`src/base64_stream_passthrough_decoder_top_defines.svh`:
```
// Assertion macros shared by the base64 decoder RTL.
`ifndef BASE64_STREAM_PASSTHROUGH_DECODER_TOP_DEFINES_SVH
`define BASE64_STREAM_PASSTHROUGH_DECODER_TOP_DEFINES_SVH

`ifndef SYNTH
// Property holds in the same cycle.
`define B64D_ASSERT(lbl, prop, msg) \
	lbl: assert property (@(posedge clk) disable iff (!arst_n) (prop)) else $error(msg);
// Consequent holds in the cycle after the antecedent.
`define B64D_ASSERT_NEXT(lbl, ante, cons, msg) \
	lbl: assert property (@(posedge clk) disable iff (!arst_n) (ante) |=> (cons)) \
		else $error(msg);
`else
`define B64D_ASSERT(lbl, prop, msg)
`define B64D_ASSERT_NEXT(lbl, ante, cons, msg)
`endif

`endif

```
`src/b64d_pkg.sv`:
```
// Shared types, codes and alphabet lookup for the base64 decoder.
`timescale 1ns / 1ps

package b64d_pkg;

	localparam int unsigned ByteW  = 8;
	localparam int unsigned AccW   = 18;
	localparam int unsigned MaxRes = 3;

	localparam logic [7:0] SYM_BAD   = 8'd255;
	localparam logic [7:0] SYM_PAD   = 8'd254;
	localparam logic [7:0] SYM_PLUS  = 8'd62;
	localparam logic [7:0] SYM_SLASH = 8'd63;

	// Results of one input word, first result in bytes[0].
	typedef struct packed {
		logic [MaxRes-1:0][ByteW-1:0] bytes;
		logic                         raw;
		logic [1:0]                   cnt;
	} b64d_res_t;

	// Map a character to its sextet value, or to the pad / non-alphabet codes.
	function automatic logic [7:0] sym_value(input logic [7:0] c);
		logic [7:0] v;
		begin
			if (c inside {["A":"Z"]}) begin
				v = c - 8'h41;
			end else if (c inside {["a":"z"]}) begin
				v = c - 8'h61 + 8'd26;
			end else if (c inside {["0":"9"]}) begin
				v = c - 8'h30 + 8'd52;
			end else if (c == 8'h2B) begin
				v = SYM_PLUS;
			end else if (c == 8'h2F) begin
				v = SYM_SLASH;
			end else if (c == 8'h3D) begin
				v = SYM_PAD;
			end else begin
				v = SYM_BAD;
			end
			return v;
		end
	endfunction

endpackage

```
`src/b64d_decode.sv`:
```
// Decode of one character against the open group: results and next group state.
`timescale 1ns / 1ps

module b64d_decode
	import b64d_pkg::*;
(
	input  logic [7:0]      in_char,
	input  logic            end_of_text,
	input  logic [1:0]      grp_cnt,
	input  logic [AccW-1:0] acc,
	output b64d_res_t       res,
	output logic [1:0]      nxt_cnt,
	output logic [AccW-1:0] nxt_acc
);

	// Close a partial group with zero sextets.
	function automatic b64d_res_t close_group(input logic [1:0] cnt, input logic [AccW-1:0] a);
		b64d_res_t r;
		begin
			r = '0;
			case (cnt)
				2'd1: begin
					r.bytes[0] = {a[5:0], 2'b00};
					r.cnt      = 2'd1;
				end
				2'd2: begin
					r.bytes[0] = a[11:4];
					r.cnt      = 2'd1;
				end
				2'd3: begin
					r.bytes[0] = a[17:10];
					r.bytes[1] = a[9:2];
					r.cnt      = 2'd2;
				end
				default: begin
					r.cnt = 2'd0;
				end
			endcase
			return r;
		end
	endfunction

	logic [7:0]      sym;
	logic [1:0]      sh_cnt;
	logic [AccW-1:0] sh_acc;

	always_comb begin
		sym     = sym_value(in_char);
		sh_cnt  = grp_cnt + 2'd1;
		sh_acc  = {acc[AccW-7:0], sym[5:0]};
		res     = '0;
		nxt_cnt = grp_cnt;
		nxt_acc = acc;
		if (sym == SYM_BAD) begin
			// pass the character through and drop the open group
			res.bytes[0] = in_char;
			res.raw      = 1'b1;
			res.cnt      = 2'd1;
			nxt_cnt      = 2'd0;
			nxt_acc      = '0;
		end else if (sym == SYM_PAD) begin
			res     = close_group(grp_cnt, acc);
			nxt_cnt = 2'd0;
			nxt_acc = '0;
		end else if (grp_cnt == 2'd3) begin
			res.bytes[0] = acc[17:10];
			res.bytes[1] = acc[9:2];
			res.bytes[2] = {acc[1:0], sym[5:0]};
			res.cnt      = 2'd3;
			nxt_cnt      = 2'd0;
			nxt_acc      = '0;
		end else if (end_of_text) begin
			// flush the group this sextet leaves open
			res     = close_group(sh_cnt, sh_acc);
			nxt_cnt = 2'd0;
			nxt_acc = '0;
		end else begin
			nxt_cnt = sh_cnt;
			nxt_acc = sh_acc;
		end
	end

endmodule

```
`src/base64_stream_passthrough_decoder_top.sv`:
```
// Top level of the streaming base64 decoder with raw passthrough.
`timescale 1ns / 1ps
`include "base64_stream_passthrough_decoder_top_defines.svh"

// Takes one encoded character per word and returns decoded bytes, one per output
// word: a character yields zero to three results, the last flagged by last_of_run,
// and a non-alphabet character comes back unchanged with is_raw set. A word passes
// an input register and is decoded in one step into a three-byte result buffer,
// from which the first result is offered. The input side takes a word every cycle
// as long as the result buffer drains; the output port moves one byte per cycle
// while out_stall is low. A two-word input register pair keeps in_stall a
// registered signal.
module base64_stream_passthrough_decoder_top
	import b64d_pkg::*;
(
	input  logic       clk,
	input  logic       arst_n,
	input  logic       in_valid,
	output logic       in_stall,
	input  logic [7:0] in_char,
	input  logic       end_of_text,
	output logic       out_valid,
	input  logic       out_stall,
	output logic [7:0] out_byte,
	output logic       is_raw,
	output logic       last_of_run
);

	logic            valid_s1;
	logic [7:0]      char_s1;
	logic            eot_s1;
	logic            skid_valid_q;
	logic [7:0]      skid_char_q;
	logic            skid_eot_q;

	logic [1:0]      grp_cnt_q;
	logic [AccW-1:0] acc_q;

	logic [MaxRes-1:0][ByteW-1:0] res_bytes_q;
	logic                         res_raw_q;
	logic [1:0]                   res_cnt_q;

	b64d_res_t       dec;
	logic [1:0]      nxt_cnt;
	logic [AccW-1:0] nxt_acc;

	logic in_acc;
	logic out_acc;
	logic buf_free;
	logic take;

	assign in_stall    = skid_valid_q;
	assign in_acc      = in_valid && !in_stall;
	assign out_valid   = (res_cnt_q != 2'd0);
	assign out_acc     = out_valid && !out_stall;
	assign out_byte    = res_bytes_q[0];
	assign is_raw      = res_raw_q;
	assign last_of_run = (res_cnt_q == 2'd1);
	// buffer can load when empty or its last result leaves this cycle
	assign buf_free    = (res_cnt_q == 2'd0) || ((res_cnt_q == 2'd1) && out_acc);
	assign take        = valid_s1 && buf_free;

	b64d_decode u_decode (
		.in_char     (char_s1),
		.end_of_text (eot_s1),
		.grp_cnt     (grp_cnt_q),
		.acc         (acc_q),
		.res         (dec),
		.nxt_cnt     (nxt_cnt),
		.nxt_acc     (nxt_acc)
	);

	// input register and skid
	always_ff @(posedge clk or negedge arst_n) begin
		if (!arst_n) begin
			valid_s1     <= 1'b0;
			skid_valid_q <= 1'b0;
		end else begin
			if (take) begin
				if (skid_valid_q) begin
					valid_s1     <= 1'b1;
					skid_valid_q <= 1'b0;
				end else begin
					valid_s1 <= in_acc;
				end
			end else if (in_acc) begin
				if (!valid_s1) begin
					valid_s1 <= 1'b1;
				end else begin
					skid_valid_q <= 1'b1;
				end
			end
		end
	end

	always_ff @(posedge clk) begin
		if (take && skid_valid_q) begin
			char_s1 <= skid_char_q;
			eot_s1  <= skid_eot_q;
		end else if (in_acc && (take || !valid_s1)) begin
			char_s1 <= in_char;
			eot_s1  <= end_of_text;
		end
		if (in_acc && valid_s1 && !take) begin
			skid_char_q <= in_char;
			skid_eot_q  <= end_of_text;
		end
	end

	// group state and result count
	always_ff @(posedge clk or negedge arst_n) begin
		if (!arst_n) begin
			grp_cnt_q <= 2'd0;
			acc_q     <= '0;
			res_cnt_q <= 2'd0;
		end else begin
			if (take) begin
				grp_cnt_q <= nxt_cnt;
				acc_q     <= nxt_acc;
				res_cnt_q <= dec.cnt;
			end else if (out_acc) begin
				res_cnt_q <= res_cnt_q - 2'd1;
			end
		end
	end

	// result buffer: load on take, otherwise advance on each delivered word
	always_ff @(posedge clk) begin
		if (take) begin
			res_bytes_q <= dec.bytes;
			res_raw_q   <= dec.raw;
		end else if (out_acc) begin
			res_bytes_q[0] <= res_bytes_q[1];
			res_bytes_q[1] <= res_bytes_q[2];
		end
	end

	`B64D_ASSERT(a_skid_behind_head, !skid_valid_q || valid_s1, "skid full while head empty")
	`B64D_ASSERT(a_raw_alone, !(out_valid && is_raw) || last_of_run, "raw byte not alone")
	`B64D_ASSERT(a_empty_group_clear, (grp_cnt_q != 2'd0) || (acc_q == '0), "stale sextets")
	`B64D_ASSERT_NEXT(a_eot_flush, take && eot_s1, grp_cnt_q == 2'd0, "group open after end")

endmodule
```
`config.mk`:
```
export PLATFORM = sky130hd
export DESIGN_NAME = base64_stream_passthrough_decoder_top
export DESIGN_NICKNAME = d
export VERILOG_FILES = /design/src/b64d_pkg.sv /design/src/b64d_decode.sv /design/src/base64_stream_passthrough_decoder_top.sv
export VERILOG_INCLUDE_DIRS = /design/src /design/src/src
export SDC_FILE = /design/constraint.sdc
export NUM_CORES = 1
export LEC_CHECK = 0
export BUFFER_PORTS_ARGS = -buffer_cell sky130_fd_sc_hd__buf_2
export CORE_UTILIZATION = 52
export CTS_BUF_LIST = sky130_fd_sc_hd__clkbuf_16
export DETAILED_ROUTE_END_ITERATION = 6
export MAX_ROUTING_LAYER = met4
export PLACE_DENSITY = 0.7
export REMOVE_ABC_BUFFERS = 1
export SLEW_MARGIN = 0
export SYNTH_ARGS = -nofsm -noshare
export SYNTH_HDL_FRONTEND = slang
export SYNTH_SLANG_ARGS = --single-unit
```
`constraint.sdc`:
```
create_clock -name clk -period 3.1 [get_ports clk]
set_input_delay 0.465 -clock clk [delete_from_list [all_inputs] [get_ports clk]]
set_output_delay 0.465 -clock clk [all_outputs]
set_load 0.05 [all_outputs]
```
==> impl_metrics.toml, run 1 <==
[status]
outcome = "completed"

[placement]
gp_congestion = 0.9579
dp_cells = 465
port_buffers = 24
pre_cts_slack_ns = 0.2077
place_hpwl_mm = 6.614

[detailed_routing]
route.met2.wl_mm = 4.184
wirelength_mm = 9.354
vias_per_cell = 6.385
dr.pass1.iters = 5
drt_iter0_drc = 298
wl_met3_um = 677
ant_nets = 0
drcViolationCount = 0
highest_layer = "met4"
num_vias = 3071
post_drt_wl_per_cell_um = 19.45
wl_met1_mm = 4.240

[worst_setup_path]
r2r_slack_ns = 0.18
r2r_cells = 7
required_ns = 3.18
critPathMaxFanout = 15
endpoint_kind = "flip-flop"
arrival_ns = 3.00
crit_type = "flip-flop to flip-flop"
critPathLaunchType = "flip-flop"
r2r_start = "char_s1[3]$_DFFE_PP_"
worstReg2RegEnd = "res_bytes_q[9]$_DFFE_PP_"
crit_start = "char_s1[3]$_DFFE_PP_"

[pwr]
comb_power_share_pct = 47.0
p_leak_nw = 1.799
switching_share_pct = 43.71
p_per_area_nw_per_um2 = 1142
power_frac_clock_pct = 20.0
p_seq_share_pct = 32.9
p_int_mw = 2.839
irDropWorstVdd_mv = 0.8465
p_sw_mw = 2.205

[logic_synthesis]
synth_edf_count = 43
ys_seq_area_share_pct = 48.12
syn_inst = 356
ys_ff_latch = 67
ys.flop_type = "edfxtp_1"
yosysWarningCount = 0
synthArstFlopShare_pct = 35.82
synth.distinct_cells = 70
syn-cell-area_sq_um = 3931
synth_area_per_cell_sq_um = 11.04

[hold_path]
hold_class = "primary input to async pin"

[final_layout]
instances_no_fill = 481
drive_above_1_share_pct = 20.42
layout.nets = 406
layout_commonest_cell = "edfxtp_1"
final_cell_mix = "43 x edfxtp_1, 31 x nand2_1, 24 x dfrtp_1, 24 x buf_2"
n_antenna_cell = 0
area_delta_synth_final_pct = 12.32

[floorplan]
ios = 25
dieArea_sq_um = 7912
fp-row-count = 31
core-area_sq_um = 7292
fp.dieW_um = 88.95
die_height_um = 88.95
start_util_pct = 53.91

[sta]
timing.slew.headroom_pct = 33.24
finalSetupViolCount = 0
hold_violations = 0
slew_viol_final = 0
layout_setup_ws_ns = 0.1806
fin_crit_ns = 2.919
tightest_slew_ns = 1.001
max_freq_ghz = 0.3425
period_share_pct = 94.18
clock_skew_ns = 0.003892
finalSetupTns_ns = 0
rsz0062_at_grt = "false"

[clocking]
clkLatencyLatePin_ns = 0.33
cts_setup_buffers = 0
cts_tree = "done"
hold_buffers = 0
cts_buffers = 9
ctsResizeCount = 0
cts.sinks = 67
ctsHtreeMaxLevel = 3
clk_pin_slew_ns = 0.06
cts_root_buffer = "clkbuf_16"
cts_buffer_depth = 2

[global_route]
grt_max_degree = 26
grtUsageTotal_pct = 26.58
grt_pass1_vias = 2853
antenna_found_initial = 0
grt_pass1_wl_mm = 14.87
grt_overflow = 0

[run]
maxCapViolations = 0
-- cell type report --
cell class              count  area (sq um)
fillers                   636          2877
flip-flops and latches     67          1892
multi-input cells         245          1821
clock buffers               9         225.2
repair buffers             38         225.2
well taps                  99         123.9
clock inverters             7         68.82
inverters                  16         60.06
-- Yosys cell counts (all sizes together) (4+ instances only) --
cell | n | area, sq um
a211o | 4 | 35.03
a211oi | 5 | 37.54
a21oi | 15 | 78.83
a221o | 8 | 80.08
a222oi | 5 | 50.05
a22o | 16 | 140.1
a22oi | 5 | 37.54
a31oi | 4 | 25.02
and2 | 8 | 50.05
and3 | 5 | 31.28
buf | 17 | 121.4
clkbuf | 11 | 41.29
dfrtp | 24 | 600.6
edfxtp | 43 | 1291
ha | 16 | 200.2
inv | 16 | 60.05
mux2 | 10 | 112.6
nand2 | 32 | 122.6
nand2b | 4 | 25.02
nand3 | 6 | 30.03
nor2 | 17 | 63.81
nor3 | 9 | 50.05
nor4 | 4 | 46.29
o211ai | 7 | 52.55
o21ai | 11 | 55.05
o31ai | 5 | 37.54
or3 | 4 | 30.03
xnor2 | 4 | 35.03
-- state kept, by name, summed over array words and instances (netlist names) --
register and cells:
acc_q 18, res_bytes_q 16, char_s1 8, out_byte 8, skid_char_q 8, grp_cnt_q 2
res_cnt_q 2, eot_s1 1, in_stall 1, is_raw 1, skid_eot_q 1, valid_s1 1
-- cells by family (layout without fill, tap and decap cells) --
family / after synthesis / in the layout / synth area share, %
fa+ha+maj: 16 / 16 / 5.092
compound gates: 114 / 114 / 23.33
xor+xnor: 4 / 4 / 0.8911
simple gates: 100 / 100 / 13.78
mux: 11 / 11 / 3.119
flops: 67 / 67 / 48.12
buf+inv: 44 / 70 / 5.665
-- critical path, cell delays in order (launching register included) --
cell and delay (ns):
edfxtp_1 0.51, ha_1 0.32, a21o_1 0.27, a311o_1 0.39
nor4_2 0.35, a31o_4 0.28, a21oi_2 0.16, a221o_1 0.38
-- stage by stage --
stage               hold WS (ns)  total power, mW  util [%]  area [sq um]
floorplan                 0.1694            3.285         -          3769
global placement          0.4850            4.000     56.52          4121
detailed placement        0.4890            3.998     56.52          4121
CTS                       0.1425            5.020     60.55          4415
global route              0.1796            5.319     60.55          4415
finish                    0.1196            5.044     60.55          4415
-- per-layer routing --
metal / global-route usage (%) / vias up
li1: - / 1425
met1: 37.22 / 1466
met2: 39.09 / 146
met3: 4.432 / 34
met4: 9.524 / 0
met5: - / -
-- worst max-delay path by stage --
stage | endpoint | slack (ns) | depth (start not counted)
after global routing | res_bytes_q[9]$_DFFE_PP_ | 0.07 | 7
after CTS | res_bytes_q[9]$_DFFE_PP_ | 0.20 | 7
after detailed placement | res_bytes_q[9]$_DFFE_PP_ | 0.21 | 7
final | res_bytes_q[9]$_DFFE_PP_ | 0.18 | 7
after floorplan | char_s1[0]$_DFFE_PP_ | -0.46 | 6
after global placement | res_bytes_q[8]$_DFFE_PP_ | 0.27 | 7
-- power by group through the flow --
stage,sequential [mW],combinational [mW],clock (mW)
final,1.66,2.37,1.01
after global routing,1.70,2.56,1.05
after detailed placement,1.67,2.33,0
after global placement,1.67,2.33,0
after CTS,1.66,2.34,1.02
after floorplan,1.86,1.43,0
Power figures use the tool's default switching activity.
==> run 2, diff against run 1 <==
- CTS_CLUSTER_SIZE: unset -> 14
- SYNTH_HIERARCHICAL: unset -> 1
==> impl_metrics.toml, run 2 <==
[logic_synthesis]
yosysTopAreaCellShare_pct = 30.30
ys.flop_type = "edfxtp_1"
synth_top_area_cell = "edfxtp_1"
syn-cell-area_sq_um = 4262
synth_area_leaders = "edfxtp_1 30%, dfrtp_1 14%, mux2_2 7.7%"
synth_area_per_cell_sq_um = 11.36
synth.distinct_cells = 63
synth_most_common_cell = "edfxtp_1"
netlist_top_cells_count = "43 x edfxtp_1, 29 x mux2_2, 29 x nand2_1, 28 x nor2_1, 24 x dfrtp_1"
yosysWarningCount = 6
ys_ff_latch = 67
ys_seq_area_share_pct = 44.39
synth_edf_count = 43
synthArstFlopShare_pct = 35.82
syn_inst = 375

[global_route]
grt_pass1_vias = 3073
grt_overflow = 0
antenna_found_initial = 0
grtUsageTotal_pct = 25.31
grt_pass1_wl_mm = 15.89
grt_max_degree = 31

[final_layout]
drive_above_1_share_pct = 32.13
final_cell_mix = "43 x edfxtp_1, 29 x mux2_2, 29 x nand2_1, 28 x nor2_1, 27 x buf_4"
regMostFlops = "acc_q"
layout.nets = 438
fin_util_pct = 62.53
fin_area_sq_um = 4882
layout_commonest_cell = "edfxtp_1"
area_delta_synth_final_pct = 14.56
n_antenna_cell = 0
largest_reg_flops = 18
instances_no_fill = 516
top_regs = "acc_q x18, res_bytes_q x16"

[placement]
dp_cells = 500
port_buffers = 24
gp_congestion = 0.8854
place_area_sq_um = 4532
place_hpwl_mm = 7.090

[clocking]
cts_setup_buffers = 0
cts_tree = "done"
ctsHtreeMaxLevel = 3
cts_root_buffer = "clkbuf_16"
cts.sinks = 67
clk_pin_slew_ns = 0.06
cts_buffer_depth = 2
clkLatencyLatePin_ns = 0.33
hold_buffers = 0
ctsResizeCount = 0
cts_buffers = 9

[floorplan]
fp.dieW_um = 92.53
die_height_um = 92.53
core-area_sq_um = 7807
dieArea_sq_um = 8562
ios = 25
start_util_pct = 54.58
fp-row-count = 32

[detailed_routing]
drt_iter0_drc = 310
vias_per_cell = 6.223
dr.pass1.iters = 5
ant_nets = 0
drcViolationCount = 0
post_drt_wl_per_cell_um = 19.61
wirelength_mm = 10.12
num_vias = 3211

[worst_setup_path]
critPathLaunchType = "flip-flop"
crit_type = "flip-flop to flip-flop"
critPathMaxFanout = 6
required_ns = 3.18
arrival_ns = 3.04
endpoint_kind = "flip-flop"

[pwr]
irDropWorstVdd_mv = 0.8734
p_leak_nw = 2.012
p_per_area_nw_per_um2 = 1139

[sta]
whs_ns = 0.1285
max_freq_ghz = 0.3380
finalSetupTns_ns = 0
period_share_pct = 95.44
hold_violations = 0
timing.slew.headroom_pct = 45.66
slew_viol_final = 0
fin_crit_ns = 2.959
tightest_slew_ns = 0.8151
clock_skew_ns = 0.008163
finalSetupViolCount = 0

[run]
maxCapViolations = 0

[status]
outcome = "completed"

[hold_path]
hold_class = "primary input to async pin"
-- run 2: cell count changes in the layout (fill, tap and decap cells not counted), moves of 6 or more --
cell     delta
nor2_1     +11
and2_1      +6
a221o_1     -7
mux2_4     +19
mux2_2     +19
buf_4      +13
a22o_1     -15
-- run 2: kinds of logic after synthesis --
family | after synthesis | share of synthesized area (%)
AOI/OAI and AO/OA | 84 | 16.00
and+or+nand+nor | 104 | 12.60
DFF | 67 | 44.39
adders and majority gates | 16 | 4.698
buffers and inverters | 47 | 5.960
xor gates and xnor gates | 4 | 0.8222
muxes | 53 | 15.53
-- run 2: power breakdown --
part / internal [mW] / switching (mW)
sequential: 1.38 / 0.216
clock: 0.709 / 0.400
combinational: 1.13 / 1.73
-- run 2: per-stage QoR --
stage,power (mW),worst slack (ns)
2_1_floorplan,3.492,0.1619
3_3_place_gp,4.341,0.05296
3_5_place_dp,4.376,0.02594
4_1_cts,5.497,0.01540
5_1_grt,5.810,-0.003739
6_report,5.561,0.1414
-- run 2: metal layers --
layer  wire [um]  vias to the layer above  global-route usage (%)
met2        4697                      143                   38.40
met4         164                        0                   9.766
met5           0                        -                       -
li1            -                     1465                       -
met3         646                       18                   5.419
met1        4611                     1585                   33.28
-- run 2: final cells by class --
| type | count | area, sq um |
|---|---|---|
| well taps | 102 | 127.6 |
| flip-flops and latches | 67 | 1892 |
| fillers | 636 | 2925 |
| clock inverters | 7 | 98.84 |
| multi-input cells | 261 | 2142 |
| inverters | 19 | 73.82 |
| clock buffers | 9 | 225.2 |
| repair buffers | 51 | 322.8 |
-- run 2: critical path: stages (launching register included) --
cell and delay, ns:
edfxtp_1 0.46, ha_1 0.30, or2_2 0.30, a221oi_1 0.31, o21ai_0 0.26, nand2_1 0.36
nor2_1 0.13, o31a_1 0.33, mux2_2 0.26
-- run 2: path summary, 6_finish.rpt --
path                                        from  slack (ns)  cells past startpoint                       end
max                         char_s1[3]$_DFFE_PP_        0.14                      8     out_byte[3]$_DFFE_PP_
min                                       arst_n        0.13                      1     acc_q[14]$_DFFE_PN0P_
max reg2reg                 char_s1[3]$_DFFE_PP_        0.14                      8     out_byte[3]$_DFFE_PP_
min reg2reg                acc_q[12]$_DFFE_PN0P_        0.53                      1     acc_q[12]$_DFFE_PN0P_
max in group asynchronous                 arst_n        2.59                      1  grp_cnt_q[1]$_DFFE_PN0P_
min in group clk                      in_char[0]        0.32                      1  skid_char_q[0]$_DFFE_PP_
